File: src/rtl/mmp_pkg.sv
// ----------------------------------------------------------------------------
// mmp_pkg
// Types, constants and helpers shared by the membrane mode potential block.
// ----------------------------------------------------------------------------
package mmp_pkg;

    localparam int RADIUS_W = 16;
    localparam int ANGLE_W  = 16;
    localparam int POT_W    = 20;
    localparam int ORDER_W  = 3;
    localparam int ALPHA_W  = 21;
    localparam int CFG_IDX_W  = 1;
    localparam int CFG_DATA_W = 21;

    localparam logic [CFG_IDX_W-1:0] CFG_MODE_ORDER = 1'b0;
    localparam logic [CFG_IDX_W-1:0] CFG_MODE_ALPHA = 1'b1;

    localparam logic [ORDER_W-1:0] ORDER_RESET = 3'd0;
    localparam logic [ORDER_W-1:0] ORDER_MAX   = 3'd6;
    localparam logic [ALPHA_W-1:0] ALPHA_RESET = 21'd157604;

    localparam logic [63:0] ONE_Q33     = 64'h0000_0002_0000_0000;
    localparam logic [63:0] ONE_Q30     = 64'h0000_0000_4000_0000;
    localparam logic [63:0] MAG_MAX     = 64'h7FFF_FFFF_FFFF_FFFF;
    localparam logic [63:0] TWO_PI_Q46  = 64'd6746518852;
    localparam logic [63:0] EDGE_OFFSET = 64'd5570560;
    localparam logic [63:0] EDGE_DEN    = 64'd4394 << 32;
    localparam logic [63:0] EDGE_HALF   = 64'd4394 << 31;

    // edge divide by 4394 * 2^32: drop the low 32 bits, then multiply by
    // ceil(2^41 / 4394) and keep the bits above 41
    localparam logic [28:0] EDGE_RND   = 29'd2197;
    localparam logic [28:0] EDGE_RECIP = 29'd500460459;

    localparam logic [RADIUS_W-1:0] WALL_RADIUS = 16'd64226;
    localparam logic [RADIUS_W-1:0] EDGE_RADIUS = 16'd55706;
    localparam logic [POT_W-1:0]    POT_MAX     = 20'd655360;

    // rounding right shift applied after a product
    typedef enum logic [2:0] {
        SH0,
        SH16,
        SH30,
        SH33,
        SH50
    } mmp_shift_t;

    typedef struct packed {
        logic        start;
        logic [63:0] a;
        logic [63:0] b;
        mmp_shift_t  shift;
    } mmp_mul_req_t;

    typedef struct packed {
        logic        start;
        logic [63:0] num;
        logic [63:0] den;
    } mmp_div_req_t;

    typedef struct packed {
        logic        done;
        logic [63:0] result;
    } mmp_unit_rsp_t;

    function automatic logic [63:0] mmp_cap(input logic [63:0] v);
        return v[63] ? MAG_MAX : v;
    endfunction

    function automatic logic [POT_W-1:0] mmp_sat_pot(input logic [63:0] v);
        return (v > 64'(POT_MAX)) ? POT_MAX : v[POT_W-1:0];
    endfunction

endpackage

File: src/rtl/mmp_div.sv
// ----------------------------------------------------------------------------
// mmp_div
// Restoring 64-bit by 64-bit unsigned divider, one quotient bit a cycle.
// ----------------------------------------------------------------------------
module mmp_div import mmp_pkg::*;
(
    input  logic          clk,
    input  logic          rst_n,
    input  mmp_div_req_t  req,
    output mmp_unit_rsp_t rsp
);

    logic         busy_reg;
    logic         done_reg;
    logic [5:0]   cnt_reg;
    logic [63:0]  quo_reg;
    logic [63:0]  rem_reg;
    logic [63:0]  den_reg;

    logic [64:0]  trial;
    logic [64:0]  diff;
    logic         fits;

    assign trial = {rem_reg, quo_reg[63]};
    assign diff  = trial - {1'b0, den_reg};
    assign fits  = (trial >= {1'b0, den_reg});

    always_ff @(posedge clk or negedge rst_n)
    begin
        if (!rst_n)
        begin
            busy_reg <= 1'b0;
            done_reg <= 1'b0;
            cnt_reg  <= 6'd0;
        end
        else
        begin
            done_reg <= 1'b0;
            if (req.start)
            begin
                busy_reg <= 1'b1;
                cnt_reg  <= 6'd0;
            end
            else if (busy_reg)
            begin
                cnt_reg <= cnt_reg + 6'd1;
                if (cnt_reg == 6'd63)
                begin
                    busy_reg <= 1'b0;
                    done_reg <= 1'b1;
                end
            end
        end
    end

    always_ff @(posedge clk)
    begin
        if (req.start)
        begin
            quo_reg <= req.num;
            rem_reg <= 64'd0;
            den_reg <= req.den;
        end
        else if (busy_reg)
        begin
            quo_reg <= {quo_reg[62:0], fits};
            rem_reg <= fits ? diff[63:0] : trial[63:0];
        end
    end

    assign rsp.done   = done_reg;
    assign rsp.result = quo_reg;

endmodule

File: config.mk
export PLATFORM = sky130hd
export DESIGN_NAME = mmp_div
export DESIGN_NICKNAME = d
export VERILOG_FILES = /design/src/rtl/mmp_pkg.sv /design/src/rtl/mmp_div.sv
export SDC_FILE = /design/constraint.sdc
export NUM_CORES = 1
export LEC_CHECK = 0
export BUFFER_PORTS_ARGS = -buffer_cell sky130_fd_sc_hd__buf_4
export CORE_UTILIZATION = 35
export CTS_CLUSTER_SIZE = 12
export DETAILED_ROUTE_END_ITERATION = 8
export GPL_TIMING_DRIVEN = 0
export PLACE_DENSITY_LB_ADDON = 0.1
export SLEW_MARGIN = 5
export SYNTH_ARGS = -nofsm -noshare
export SYNTH_HDL_FRONTEND = slang
export SYNTH_SLANG_ARGS = --single-unit
export TNS_END_PERCENT = 20
File: constraint.sdc
create_clock -name clk -period 3.9 [get_ports clk]
set_input_delay 0.39 -clock clk [delete_from_list [all_inputs] [get_ports clk]]
set_output_delay 0.39 -clock clk [all_outputs]
set_load 0.02 [all_outputs]
* Word-level counts from Yosys, hierarchy flattened
Cells that the tools add are included.
** Operators by class
- Add/subtract/negate cells :: 2
- $lt $le $gt $ge :: 1
- Eq/ne operators :: 1
- Multiplexer cells :: 11
- Reductions and logical operators :: 1
** Operators by type and width (count)
- two-way mux 64 bit :: 3
- greater-or-equal comparator 65 x 64 -> 1 bit :: 1
- subtractor 64 bit :: 1
- two-way mux 6 bit :: 2
- adder 6 x 1 -> 6 bit (second input constant) :: 1
- == test 6 bit (second input constant) :: 1
- two-way mux 1 bit :: 6
- nonzero test 2 bit :: 1
** Word-level totals
- Flip-flop bits (word level) :: 200
- Input bits :: 131
- Output and inout port bits :: 65
- Logic and storage cells :: 22

* Depth between registers and ports, before layout
- Depth after elaboration :: 4
- Mapped depth :: 14
- Mapped depth without buffers :: 12

* Least setup slack after synthesis
OpenSTA, ideal clock, no wires.
- Path type :: reg-to-reg
- Start :: reg den_reg[43]
- End :: reg rem_reg[62]
- Library setup time :: 0.131 ns
- Arrival :: 2.865 ns
- Data required time :: 3.769 ns
- Path slack :: 0.904 ns
- Stages on the path, launching flop included :: 13
- Buffers on the path :: 3
- Cells stage by stage :: edfxtp_1 inv_1 ha_1 buf_2 nand4_1 or4_4 or4_4 o311ai_4 inv_2 buf_2 buf_2 a31oi_1 o22ai_1
** Between the ends
- Cells in the longest elaborated chain, start to end :: 2
- Elaborated cells between the ends (all ways) :: 3
** Ends and longest elaborated chain
- start, declared :: line mmp_div.sv:18 : logic [63:0] den_reg;
- start signal, assigned :: line mmp_div.sv:62 : den_reg <= req.den;
- subtractor 64 bit or greater-or-equal comparator 65 x 64 -> 1 bit (tied branches) :: line mmp_div.sv:25, mmp_div.sv:26
- two-way mux 64 bit * :: line mmp_div.sv:67 : rem_reg <= fits ? diff[63:0] : trial[63:0];
- end signal, assigned :: line mmp_div.sv:67
- end, declared :: line mmp_div.sv:17 : logic [63:0] rem_reg;
Mark *: on every way between the ends. The rest lies on a longest branch, timed or not.
A chain may end at the register's enable or synchronous reset.

* Final worst setup path
- Start :: reg den_reg[13]
- End :: reg rem_reg[62]
The elaborated chain is that of the path after synthesis.

==> impl_metrics.json <==
{
  "drv_cap": 0,
  "finalHoldViolations": 0,
  "drv_slew": 0,
  "wl_mm": 38.8,
  "vdd_drop_max_uv": 351,
  "timing.fmax_mhz": 276,
  "synth_seq_cells": 200,
  "num-nets-final": 1729,
  "power.switching_uw": 3660,
  "r2r_cells": 14,
  "whs_path_depth": 1,
  "die_h_um": 190,
  "ys.flop_type": "edfxtp_1",
  "clkTransAtPathRegs_ns": 0.09,
  "synthesis.area_um2": 12300,
  "core_um2": 34600,
  "tns_ns": 0,
  "insertion_delay_ns": 0.47,
  "area.growth.synth_to_final_pct": 22.1,
  "post_dp_cell_area_um2": 14400,
  "cp_slowest_cell": "or4_4",
  "cp-start-kind": "flip-flop",
  "cts_inserted_buffers": 17,
  "std_cell_rows": 68,
  "required_ns": 4.23,
  "worst_slack_ns": 0.281,
  "ant_nets": 0,
  "tritoncts": "yes",
  "root_buffer": "clkbuf_16",
  "grtUsageTotal_pct": 21.8,
  "synth_nets": 1512,
  "crit_chain": "inv_1 -> ha_1 -> clkbuf_1 -> nand4_1 -> or4_4 -> or4_1 -> nor4_2 -> a21oi_1 -> o311ai_4 -> inv_2 -> buf_2 -> buf_4 -> a31oi_1 -> o22ai_1",
  "syn_inst": 1315,
  "critPathMaxFanout": 10,
  "skew_ns": 0.0146,
  "min_period_ns": 3.62,
  "vias_per_cell": 5.43,
  "seq_area_frac_synth_pct": 43.2,
  "drt_iter0_drc": 713,
  "seqPwrFrac_pct": 32.9,
  "cell_internal_pwr_uw": 5160,
  "antenna_cells": 0,
  "htree_levels": 4,
  "grt_first_pass_wirelength_mm": 60.7,
  "max_slew_margin_pct": 35.0,
  "dieArea_um2": 36000,
  "yosysWarnings": 0,
  "power.density_nw_per_um2": 585,
  "port_buffers": 195,
  "drc": 0,
  "first_pass_iters": 7,
  "via_count": 10900,
  "final.period_utilization_pct": 92.8,
  "antenna_found_initial": 0,
  "wl_per_cell_um": 19.4,
  "grt_start_max_net_pins": 66,
  "ios": 196,
  "overflow": 0,
  "max_stage_delay_ns": 0.49,
  "clock_path_buffers": 2,
  "p_sw_share_pct": 41.5,
  "synth-edff-count": 128,
  "cp_top_family": "simple AND/OR/NAND/NOR gates",
  "hpwl_mm": 28.9,
  "initial_core_util_pct": 35.6,
  "cp_data_arrival_time_ns": 3.95,
  "comb_power_share_pct": 45.2,
  "min_path_type": "input pin to flip-flop",
  "rsz0062_at_grt": "false",
  "path_depth": 14,
  "drive_above_1_share_pct": 22.5,
  "p_clk_share_pct": 21.8,
  "cp-end-kind": "flip-flop",
  "status": "complete, no violations",
  "synthArstFlopShare_pct": 4.00,
  "power_leakage_uw": 0.00624,
  "path_buf_inv": 5,
  "crit_type": "flip-flop to flip-flop",
  "clock-sinks": 200,
  "pre_cts_ws_ns": -0.0638,
  "setup_viol": 0,
  "synth_area_per_cell_um2": 9.38,
  "fp.dieW_um": 190,
  "design_area_um2": 15100,
  "place_congestion": 0.922,
  "yosysUniqueCellTypes": 70,
  "tightestPinTransition_ns": 0.975,
  "grt_pass1_vias": 10800
}
[cells in the final DEF, fill, tap and decap left out, types with 5 or more instances in the layout]
master / n
a211oi_1: 25
a21boi_0: 5
a21o_1: 20
a21oi_1: 93
a221oi_1: 6
a311oi_1: 33
a31oi_1: 12
and3_1: 6
buf_2: 20
buf_4: 200
buf_6: 6
clkbuf_1: 53
clkbuf_16: 17
dfrtp_1: 8
dfxtp_1: 64
edfxtp_1: 128
ha_1: 65
inv_1: 80
mux2_2: 66
mux2i_1: 13
nand2_1: 146
nand2b_1: 9
nand3_1: 19
nand4_1: 33
nor2_1: 128
nor2b_1: 7
nor3_1: 21
nor4_1: 10
o211ai_1: 10
o21a_1: 8
o21ai_0: 68
o21bai_1: 12
o31ai_1: 7
or3_1: 8
xnor2_1: 25
xor2_1: 24
[path summary, 6_finish.rpt]
kind	startpoint	end	slack, ns
max	den_reg[13]$_DFFE_PP_	rem_reg[62]$_SDFFE_PP0P_	0.28
min	req[60]	den_reg[60]$_DFFE_PP_	0.09
max reg2reg	den_reg[13]$_DFFE_PP_	rem_reg[62]$_SDFFE_PP0P_	0.28
min reg2reg	rem_reg[20]$_SDFFE_PP0P_	rem_reg[21]$_SDFFE_PP0P_	0.50
max in group asynchronous	rst_n	cnt_reg[4]$_DFFE_PN0P_	3.49
min in group asynchronous	rst_n	cnt_reg[3]$_DFFE_PN0P_	0.28
[timing repair]
action | 4_1_cts | 5_1_grt
setup endpoints to repair | 18 | 50
hold buffers | 1 | 0
buffers inserted | 0 | 2
resized for setup | 2 | 8
hold endpoints to repair | 8 | 0
cloned | 0 | 0
pin swaps | 0 | 1
[cells in the mapped netlist (25+ instances only)]
library cell  instances  area [um^2]
edfxtp_1            128         3840
dfxtp_1              64         1280
nor2_1              128          480
nand4_1              33          206
a211oi_1             25          188
clkbuf_1             53          199
xnor2_1              25          219
a21oi_1              93          465
o21ai_0              68          340
nand2_1             147          552
a311oi_1             33          289
inv_1                81          304
mux2_2               66          743
ha_1                 65          813
[worst reg2reg max path, delay by kind of cell (launching register included)]
family / cells / cell delay, ns
buf+inv: 5 / 0.94
flops: 1 / 0.32
compound gates: 4 / 0.60
simple gates: 4 / 1.38
fa+ha+maj: 1 / 0.25
[layer usage]
layer  part of all wire, %  GRT usage, %  vias to the layer above
met5                     0             0                        -
met4                   1.4          5.33                        0
met3                   7.8          5.96                       30
met2                    45          34.4                      341
met1                    46          29.5                     5230
li1                      -             -                     5257
[kinds of logic (layout without fill, tap and decap cells)]
kind of cell / after synthesis / after routing / share of synthesized area (%)
AOI/OAI and AO/OA: 343 / 343 / 18.6
xor gates and xnor gates: 49 / 49 / 3.48
adders and majority gates: 66 / 66 / 6.75
buffers and inverters: 167 / 397 / 5.75
DFF: 200 / 200 / 43.2
muxes: 79 / 79 / 7.08
and+or+nand+nor: 411 / 411 / 15.2
[cell type report]
cell class	count	area [um^2]
plain buffers	85	407
clock buffers	17	425
clock inverters	15	203
fillers	3407	19600
inverters	82	310
multi-input cells	948	6340
flip-flops and latches	200	5330
well taps	455	569
repair buffers	198	1490
[power groups by stage]
stage          clock, uW  combinational [uW]  sequential [uW]
6_report            1930                3990             2900
5_1_grt             2050                4400             2950
4_1_cts             1980                3950             2900
3_5_place_dp           0                3920             2940
3_3_place_gp           0                3900             2940
2_1_floorplan          0                2720             2950
[metrics by stage]
stage | power, uW | cells | hold WS, ns | utilization [%]
after floorplan | 5670 | 1315 | 0.0944 | -
after global placement | 6840 | 1965 | 0.225 | 41.5
after detailed placement | 6860 | 1965 | 0.226 | 41.5
after CTS | 8830 | 1998 | 0.0741 | 43.4
after global routing | 9410 | 2000 | 0.0715 | 43.5
final | 8820 | 2000 | 0.0941 | 43.5
Power figures use the tool's default switching activity.
