--- config.mk ---
export PLATFORM = sky130hd
export DESIGN_NAME = mmp_mul
export DESIGN_NICKNAME = d
export VERILOG_FILES = /design/src/rtl/mmp_pkg.sv /design/src/rtl/mmp_mul.sv
export SDC_FILE = /design/constraint.sdc
export NUM_CORES = 2
export LEC_CHECK = 0
export ABC_CLOCK_PERIOD_IN_PS = 11970
export BUFFER_PORTS_ARGS = -buffer_cell sky130_fd_sc_hd__buf_4
export CAP_MARGIN = 40
export CORE_AREA = 2 2 315 317
export CTS_CLUSTER_DIAMETER = 30
export DETAILED_ROUTE_END_ITERATION = 7
export DIE_AREA = 0 0 317 319
export GPL_ROUTABILITY_DRIVEN = 1
export PLACE_DENSITY_LB_ADDON = 0.08
export SETUP_SLACK_MARGIN = 0.02
export SLEW_MARGIN = 20
export SYNTH_ARGS = -nofsm -noshare
export SYNTH_HDL_FRONTEND = slang
export SYNTH_SLANG_ARGS = --single-unit
--- constraint.sdc ---
create_clock -name clk -period 11.97 [get_ports clk]
set_clock_uncertainty 0.15 [all_clocks]
set_input_delay 1.197 -clock clk [delete_from_list [all_inputs] [get_ports clk]]
set_output_delay 1.197 -clock clk [all_outputs]
set_load 0.05 [all_outputs]
--- src/rtl/mmp_pkg.sv ---
// ----------------------------------------------------------------------------
// mmp_pkg
// Types, constants and helpers shared by the membrane mode potential block.
// ----------------------------------------------------------------------------
package mmp_pkg;

    localparam int RADIUS_W = 16;
    localparam int ANGLE_W  = 16;
    localparam int POT_W    = 20;
    localparam int ORDER_W  = 3;
    localparam int ALPHA_W  = 21;
    localparam int CFG_IDX_W  = 1;
    localparam int CFG_DATA_W = 21;

    localparam logic [CFG_IDX_W-1:0] CFG_MODE_ORDER = 1'b0;
    localparam logic [CFG_IDX_W-1:0] CFG_MODE_ALPHA = 1'b1;

    localparam logic [ORDER_W-1:0] ORDER_RESET = 3'd0;
    localparam logic [ORDER_W-1:0] ORDER_MAX   = 3'd6;
    localparam logic [ALPHA_W-1:0] ALPHA_RESET = 21'd157604;

    localparam logic [63:0] ONE_Q33     = 64'h0000_0002_0000_0000;
    localparam logic [63:0] ONE_Q30     = 64'h0000_0000_4000_0000;
    localparam logic [63:0] MAG_MAX     = 64'h7FFF_FFFF_FFFF_FFFF;
    localparam logic [63:0] TWO_PI_Q46  = 64'd6746518852;
    localparam logic [63:0] EDGE_OFFSET = 64'd5570560;
    localparam logic [63:0] EDGE_DEN    = 64'd4394 << 32;
    localparam logic [63:0] EDGE_HALF   = 64'd4394 << 31;

    // edge divide by 4394 * 2^32: drop the low 32 bits, then multiply by
    // ceil(2^41 / 4394) and keep the bits above 41
    localparam logic [28:0] EDGE_RND   = 29'd2197;
    localparam logic [28:0] EDGE_RECIP = 29'd500460459;

    localparam logic [RADIUS_W-1:0] WALL_RADIUS = 16'd64226;
    localparam logic [RADIUS_W-1:0] EDGE_RADIUS = 16'd55706;
    localparam logic [POT_W-1:0]    POT_MAX     = 20'd655360;

    // rounding right shift applied after a product
    typedef enum logic [2:0] {
        SH0,
        SH16,
        SH30,
        SH33,
        SH50
    } mmp_shift_t;

    typedef struct packed {
        logic        start;
        logic [63:0] a;
        logic [63:0] b;
        mmp_shift_t  shift;
    } mmp_mul_req_t;

    typedef struct packed {
        logic        start;
        logic [63:0] num;
        logic [63:0] den;
    } mmp_div_req_t;

    typedef struct packed {
        logic        done;
        logic [63:0] result;
    } mmp_unit_rsp_t;

    function automatic logic [63:0] mmp_cap(input logic [63:0] v);
        return v[63] ? MAG_MAX : v;
    endfunction

    function automatic logic [POT_W-1:0] mmp_sat_pot(input logic [63:0] v);
        return (v > 64'(POT_MAX)) ? POT_MAX : v[POT_W-1:0];
    endfunction

endpackage

--- src/rtl/mmp_mul.sv ---
// ----------------------------------------------------------------------------
// mmp_mul
// 64x64 multiplier built from one 32x32 unit over four partial products,
// followed by a rounding right shift with saturation to 64 bits.
// ----------------------------------------------------------------------------
module mmp_mul import mmp_pkg::*;
(
    input  logic          clk,
    input  logic          rst_n,
    input  mmp_mul_req_t  req,
    output mmp_unit_rsp_t rsp
);

    logic          busy_reg;
    logic          done_reg;
    logic [2:0]    step_reg;
    logic [63:0]   a_reg;
    logic [63:0]   b_reg;
    mmp_shift_t    shift_reg;
    logic [127:0]  prod_reg;
    logic [63:0]   res_reg;

    logic [31:0]   a_half;
    logic [31:0]   b_half;
    logic [63:0]   pp;
    logic [127:0]  pp_aligned;
    logic [127:0]  rnd;
    logic [127:0]  rsum;
    logic [127:0]  shifted;
    logic [63:0]   sat;

    assign a_half = step_reg[0] ? a_reg[63:32] : a_reg[31:0];
    assign b_half = step_reg[1] ? b_reg[63:32] : b_reg[31:0];
    assign pp     = a_half * b_half;

    always_comb
    begin
        case (step_reg[1:0])
            2'd0:    pp_aligned = {64'd0, pp};
            2'd3:    pp_aligned = {pp, 64'd0};
            default: pp_aligned = {32'd0, pp, 32'd0};
        endcase
    end

    always_comb
    begin
        case (shift_reg)
            SH16:    rnd = 128'd1 << 15;
            SH30:    rnd = 128'd1 << 29;
            SH33:    rnd = 128'd1 << 32;
            SH50:    rnd = 128'd1 << 49;
            default: rnd = 128'd0;
        endcase
        rsum = prod_reg + rnd;
        case (shift_reg)
            SH16:    shifted = rsum >> 16;
            SH30:    shifted = rsum >> 30;
            SH33:    shifted = rsum >> 33;
            SH50:    shifted = rsum >> 50;
            default: shifted = rsum;
        endcase
        sat = (|shifted[127:64]) ? 64'hFFFF_FFFF_FFFF_FFFF : shifted[63:0];
    end

    always_ff @(posedge clk or negedge rst_n)
    begin
        if (!rst_n)
        begin
            busy_reg <= 1'b0;
            done_reg <= 1'b0;
            step_reg <= 3'd0;
        end
        else
        begin
            done_reg <= 1'b0;
            if (req.start)
            begin
                busy_reg <= 1'b1;
                step_reg <= 3'd0;
            end
            else if (busy_reg)
            begin
                if (step_reg == 3'd4)
                begin
                    busy_reg <= 1'b0;
                    done_reg <= 1'b1;
                end
                else
                begin
                    step_reg <= step_reg + 3'd1;
                end
            end
        end
    end

    always_ff @(posedge clk)
    begin
        if (req.start)
        begin
            a_reg     <= req.a;
            b_reg     <= req.b;
            shift_reg <= req.shift;
            prod_reg  <= 128'd0;
        end
        else if (busy_reg)
        begin
            if (step_reg == 3'd4)
                res_reg <= sat;
            else
                prod_reg <= prod_reg + pp_aligned;
        end
    end

    assign rsp.done   = done_reg;
    assign rsp.result = res_reg;

endmodule

* After elaboration in Yosys (flattened, before gate mapping) *
Index checks and enable logic that the tools add are counted.

storage, ports and cells
  bits in registers = 328
  word-level logic and storage cells = 41

cells by class
  add/subtract/negate cells = 3
  reductions and logical operators = 6
  multiply operators = 1
  bitwise operators = 2
  multiplexer cells = 14
  eq/ne operators = 7

operators by type and width
  kind                                                                    number
  128-bit case mux with 4 select lines                                    1
  128-bit adder                                                           2
  128-bit case mux with 2 select lines                                    1
  50-bit case mux with 4 select lines                                     1
  32-bit by 32-bit multiplier with 64-bit output                          1
  32-bit 2-to-1 mux                                                       2
  64-bit OR reduction                                                     1
  3-bit 2-to-1 mux                                                        3
  3-bit by 2-bit equality test with 1-bit output (second input constant)  2
  3-bit equality test (second input constant)                             2
  1-bit 2-to-1 mux                                                        6
  2-bit AND reduction                                                     2
  3-bit by 1-bit adder with 3-bit output (second input constant)          1
  3-bit by 1-bit equality test with 1-bit output (second input constant)  1
  3-bit AND reduction                                                     1
  2-bit equality test (second input constant)                             1
  2-bit zero test                                                         1
  2-bit inequality test (second input constant)                           1
  1-bit NOT                                                               2
  2-bit nonzero test                                                      1

* Depth between registers and ports, before layout *
  word-level depth = 5
  depth in mapped cells = 56
  mapped depth without buffers = 51

* Worst setup path after synthesis *
No wires, ideal clock.

  path kind = flip-flop to flip-flop
  start point = reg step_reg[0]
  end point = reg prod_reg[127]
  path buffers = 5
  stages on the path, launching flop included = 53
  data arrival time = 12443 ps
  path slack = -693 ps
  cell sequence = dfrtp_1 clkbuf_1 clkbuf_1 clkbuf_1 mux2i_1 clkbuf_1 nor2_1 fa_1 fa_1 fa_1 inv_1 fa_1 inv_1 fa_1 fa_1 fa_1 inv_1 fa_1 (+17 left out) ha_1 clkbuf_1 a21oi_1 nor2_1 a211oi_1 o211ai_1 a221o_1 a31oi_2 o21ai_2 a41oi_4 o21ai_2 a21boi_2 o211ai_1 a221o_1 a21oi_1 xnor2_1 or3_1 a21oi_1

on the way
  longest elaborated chain between the ends = 4
  elaborated cells on any way between the ends = 9
  those cells by class = add/sub (1); mul (1); eq/ne (2); mux (2); bitwise (1); reduce/logical (2)

RTL lines
  item                                            RTL line        source
  from (decl)                                     mmp_mul.sv:16   logic [2:0] step_reg;
  from (signal assigned)                          mmp_mul.sv:90   step_reg <= step_reg + 3'd1;
  32-bit 2-to-1 mux                               mmp_mul.sv:32   assign a_half = step_reg[0] ? a_reg[63:32] : a_reg[31:0];
  32-bit by 32-bit multiplier with 64-bit output  mmp_mul.sv:34   assign pp = a_half * b_half;
  128-bit case mux with 2 select lines            mmp_mul.sv:38   case (step_reg[1:0])
  128-bit adder                                   mmp_mul.sv:110  prod_reg <= prod_reg + pp_aligned;
  to (signal assigned)                            mmp_mul.sv:110
  to (decl)                                       mmp_mul.sv:20   logic [127:0] prod_reg;

Parallel ways exist; a longest one is shown, timed or not.
A chain may end at the register's enable or synchronous reset.

* Final worst setup path *
  start point = reg step_reg[1]
  end point = reg prod_reg[127]

on the way
  longest elaborated chain between the ends = 4
  elaborated cells on any way between the ends = 9
  those cells by class = add/sub (1); mul (1); eq/ne (2); mux (2); bitwise (1); reduce/logical (2)

RTL lines
  item                                            RTL line        source
  32-bit 2-to-1 mux                               mmp_mul.sv:33   assign b_half = step_reg[1] ? b_reg[63:32] : b_reg[31:0];
  32-bit by 32-bit multiplier with 64-bit output  mmp_mul.sv:34
  128-bit case mux with 2 select lines            mmp_mul.sv:38
  128-bit adder                                   mmp_mul.sv:110

Parallel ways exist; a longest one is shown, timed or not.

==> metrics.txt <==
# TYPE chip_impl_metric gauge
chip_impl_metric{name="floorplan.io_pins",unit=""} 199
chip_impl_metric{name="tns",unit="ns"} -2.25
chip_impl_metric{name="number_of_antenna_violating_nets_in_the_routed_design",unit=""} 0
chip_impl_metric{name="synth_compound_gate_area_share",unit="%"} 12.3
chip_impl_metric{name="overflow",unit=""} 0
chip_impl_metric{name="antenna_found_initial",unit=""} 13
chip_impl_metric{name="final_layout_size_suffix_gt1_share",unit="%"} 24.6
chip_impl_info{name="crit_top_cell",value="fa_1"} 1
chip_impl_metric{name="wirelength",unit="µm"} 229000
chip_impl_metric{name="grt_pass1_wl",unit="µm"} 331000
chip_impl_metric{name="count_of_placed_standard_cells_including_taps",unit=""} 8776
chip_impl_metric{name="placementRows",unit=""} 115
chip_impl_info{name="yosys_most_used_dff",value="edfxtp_1"} 1
chip_impl_info{name="holdCritPathClass",value="in2async"} 1
chip_impl_metric{name="numPortBuffers",unit=""} 198
chip_impl_info{name="run_status",value="complete, but fails checks"} 1
chip_impl_metric{name="die-height",unit="µm"} 319
chip_impl_metric{name="maxSlewViolCount",unit=""} 0
chip_impl_metric{name="fp.dieArea",unit="µm²"} 101000
chip_impl_metric{name="fmax",unit="MHz"} 80.9
chip_impl_metric{name="post_synth_and_or_nand_nor_area_fraction",unit="%"} 16.4
chip_impl_metric{name="drc",unit=""} 9
chip_impl_metric{name="synth_fa_ha_area_share",unit="%"} 40.2
chip_impl_info{name="cp-start-kind",value="flop"} 1
chip_impl_metric{name="yosys_warns",unit=""} 0
chip_impl_metric{name="async_reset_ff_share",unit="%"} 1.52
chip_impl_metric{name="max_slew_margin",unit="%"} 28.3
chip_impl_metric{name="critical-path-max-stage-delay",unit="ns"} 0.59
chip_impl_metric{name="core",unit="µm²"} 97700
chip_impl_metric{name="first_iter_violations",unit=""} 6842
chip_impl_metric{name="netlist_cell_types",unit=""} 86
chip_impl_info{name="grt_setup_unrepaired",value="true"} 1
chip_impl_metric{name="pin_count_of_the_biggest_net_entering_global_routing",unit=""} 69
chip_impl_metric{name="synth_fp_nets",unit=""} 8157
chip_impl_metric{name="final.period_utilization",unit="%"} 103
chip_impl_info{name="combinational_family_with_the_most_area_after_synthesis",value="adder cells"} 1
chip_impl_metric{name="clk_pin_slew_worst_paths",unit="ns"} 0.05
chip_impl_metric{name="largest_reg_flops",unit=""} 128
chip_impl_metric{name="grt_use_total",unit="%"} 44.1
chip_impl_info{name="timing_worst_setup_path_type",value="reg2reg"} 1
chip_impl_metric{name="finalWeightedCongestion",unit=""} 1.13
chip_impl_info{name="clk_root_buffer_cell",value="clkbuf_16"} 1
chip_impl_info{name="crit-reg2reg-launch",value="step_reg[1]"} 1
chip_impl_metric{name="fin_crit",unit="ns"} 12.36
chip_impl_metric{name="cts-buffers-inserted",unit=""} 92
chip_impl_metric{name="syn_area_per_cell",unit="µm²"} 8.53
chip_impl_metric{name="netlist_area",unit="µm²"} 57300
chip_impl_metric{name="yosys-mux-area-fraction",unit="%"} 2.89
chip_impl_metric{name="postSynthCellCount",unit=""} 6722
chip_impl_metric{name="worst_ep_required_time",unit="ns"} 12.44
chip_impl_metric{name="timing.critical_path.fanout_max",unit=""} 8
chip_impl_metric{name="post-route-worst-setup-slack",unit="ns"} -0.392
chip_impl_metric{name="dp_hpwl",unit="µm"} 182000
chip_impl_metric{name="average_wire_per_standard_cell",unit="µm"} 25.2
chip_impl_metric{name="synthXorXnorAreaFrac",unit="%"} 4.46
chip_impl_metric{name="floorplan.initialDensity",unit="%"} 58.7
chip_impl_metric{name="width_of_the_chip",unit="µm"} 317
chip_impl_metric{name="area_delta_synth_final",unit="%"} 28.5
chip_impl_info{name="tritoncts",value="yes"} 1
chip_impl_metric{name="cts_sinks",unit=""} 328
chip_impl_metric{name="grt_pass1_vias",unit=""} 54900
chip_impl_info{name="violations_in_the_final_reports",value="design-rule violations, negative setup slack"} 1
chip_impl_metric{name="layout.nets",unit=""} 9161
chip_impl_info{name="crit_path_start",value="step_reg[1]"} 1
chip_impl_metric{name="yosys_register_bits",unit=""} 328
chip_impl_metric{name="final-setup-viol-count",unit=""} 13
chip_impl_metric{name="htree_num_levels",unit=""} 3
chip_impl_metric{name="synth_sequential_area_ratio",unit="%"} 14.9
chip_impl_metric{name="cap_violations",unit=""} 0
chip_impl_metric{name="worst_ep_arrival_time",unit="ns"} 12.83
chip_impl_info{name="critical-path-slowest-cell",value="fa_1"} 1
chip_impl_metric{name="clk_latency",unit="ns"} 0.69
chip_impl_metric{name="worst-slew-pin-transition",unit="ns"} 1.07
chip_impl_metric{name="final-hold-violation-count",unit=""} 0
chip_impl_metric{name="max-clock-path-buffers",unit=""} 3
chip_impl_metric{name="final.hold.worst_slack",unit="ns"} 0.197
chip_impl_metric{name="detailedRoute.firstPassIterationCount",unit=""} 8
chip_impl_metric{name="route.vias.total",unit=""} 56100
chip_impl_metric{name="detail_route.vias_per_cell",unit=""} 6.16
chip_impl_metric{name="synth_enable_flop_cells",unit=""} 195
chip_impl_info{name="cp-end-kind",value="flop"} 1
chip_impl_metric{name="final_cell_count_no_fill",unit=""} 9098
chip_impl_metric{name="dp_slack",unit="ns"} -1.28
## cells in the mapped netlist (11+ instances only)
cell type | number | area [µm²]
buf_1 | 20 | 75.1
o221ai_1 | 13 | 114
xnor2_1 | 170 | 1490
o31ai_1 | 13 | 97.6
inv_1 | 983 | 3690
a21oi_1 | 361 | 1810
o21ai_0 | 250 | 1250
dfxtp_1 | 128 | 2560
o21bai_1 | 43 | 323
nand2_1 | 894 | 3360
a31oi_1 | 38 | 238
nor2b_1 | 19 | 119
o21a_1 | 17 | 128
and2_1 | 84 | 526
fa_1 | 897 | 18000
nand3_1 | 96 | 480
ha_1 | 404 | 5050
o211ai_1 | 43 | 323
mux2i_1 | 70 | 701
nand2b_1 | 19 | 119
a22o_1 | 56 | 490
or3_1 | 11 | 68.8
and3_1 | 48 | 300
nand4_1 | 98 | 613
edfxtp_1 | 195 | 5860
a21o_1 | 117 | 878
mux4_2 | 12 | 270
a211oi_1 | 31 | 233
nor3_1 | 46 | 230
o22ai_1 | 22 | 138
clkbuf_1 | 313 | 1170
xor2_1 | 122 | 1070
or2_2 | 16 | 100
nor2_1 | 826 | 3100
mux2_2 | 61 | 687
a221oi_1 | 15 | 131
## final cells by class
| class | count | area (µm²) |
|---|---|---|
| multi-input combinational | 5061 | 45900 |
| inverter | 984 | 3690 |
| antenna | 11 | 27.5 |
| timing repair buffer | 1259 | 10600 |
| clock inverter | 62 | 877 |
| clock buffer | 106 | 2390 |
| fill | 6918 | 24000 |
| sequential | 328 | 8550 |
| tap | 1287 | 1610 |
## critical path: cells and delay by family (launching register included)
kind            cells  cell delay (ns)
flops               1             0.50
fa+ha+maj          10             4.73
xor+xnor            2             0.24
simple gates        4             0.65
mux                 1             0.33
compound gates     22             4.20
buf+inv            12             1.45
## what timing repair did
action / in CTS / in global routing
endpoints found under the setup margin: 57 / 57
resized for setup: 208 / 375
hold buffers: 0 / 0
pin swaps: 104 / 213
buffers inserted: 57 / 76
gates cloned: 3 / 4
## worst paths after layout
kind                                 end  slack (ns)  depth (start not counted)
max                        prod_reg[127]       -0.39                         51
min in group clk            prod_reg[32]        0.34                          2
min reg2reg                 prod_reg[32]        0.34                          2
min                             busy_reg        0.20                          1
max reg2reg                prod_reg[127]       -0.39                         51
max in group asynchronous    step_reg[1]       11.27                          1
## stage by stage
step	cell area, µm²	utilization, %
floorplan	57500	-
global route	73700	75.4
detailed placement	66700	68.3
CTS	71500	73.2
global placement	66600	68.2
finish	73700	75.4
## layout by cell type (no fill, tap or decap), drive strengths merged, types with 116 or more instances in the layout
cell type  instances
edfxtp           195
a21oi            361
xor2             122
fa               897
clkbuf           116
xnor2            170
inv              989
nor2             826
ha               404
buf             1249
nand2            894
a21o             117
o21ai            260
dfxtp            128
## routing by layer
layer,up-vias,routed length [µm],global-route usage [%]
met5,-,211,0.822
met2,3733,96500,62.8
met4,16,15900,23.6
li1,23800,-,-
met3,953,31500,14.2
met1,27500,85300,59.6
## cell families (layout without fill, tap and decap cells)
group,after synthesis,after routing
buffers and inverters,1333,2411
other,0,11
AO/OA/AOI/OAI,1118,1118
flip-flops,328,328
XOR/XNOR,292,292
adder cells (fa/ha/maj),1302,1302
AND/OR/NAND/NOR,2206,2206
multiplexers,143,143
Power is left out: the tool's default activity adds up to more than one toggle a clock period on the data nets, which glitch-free logic cannot reach.
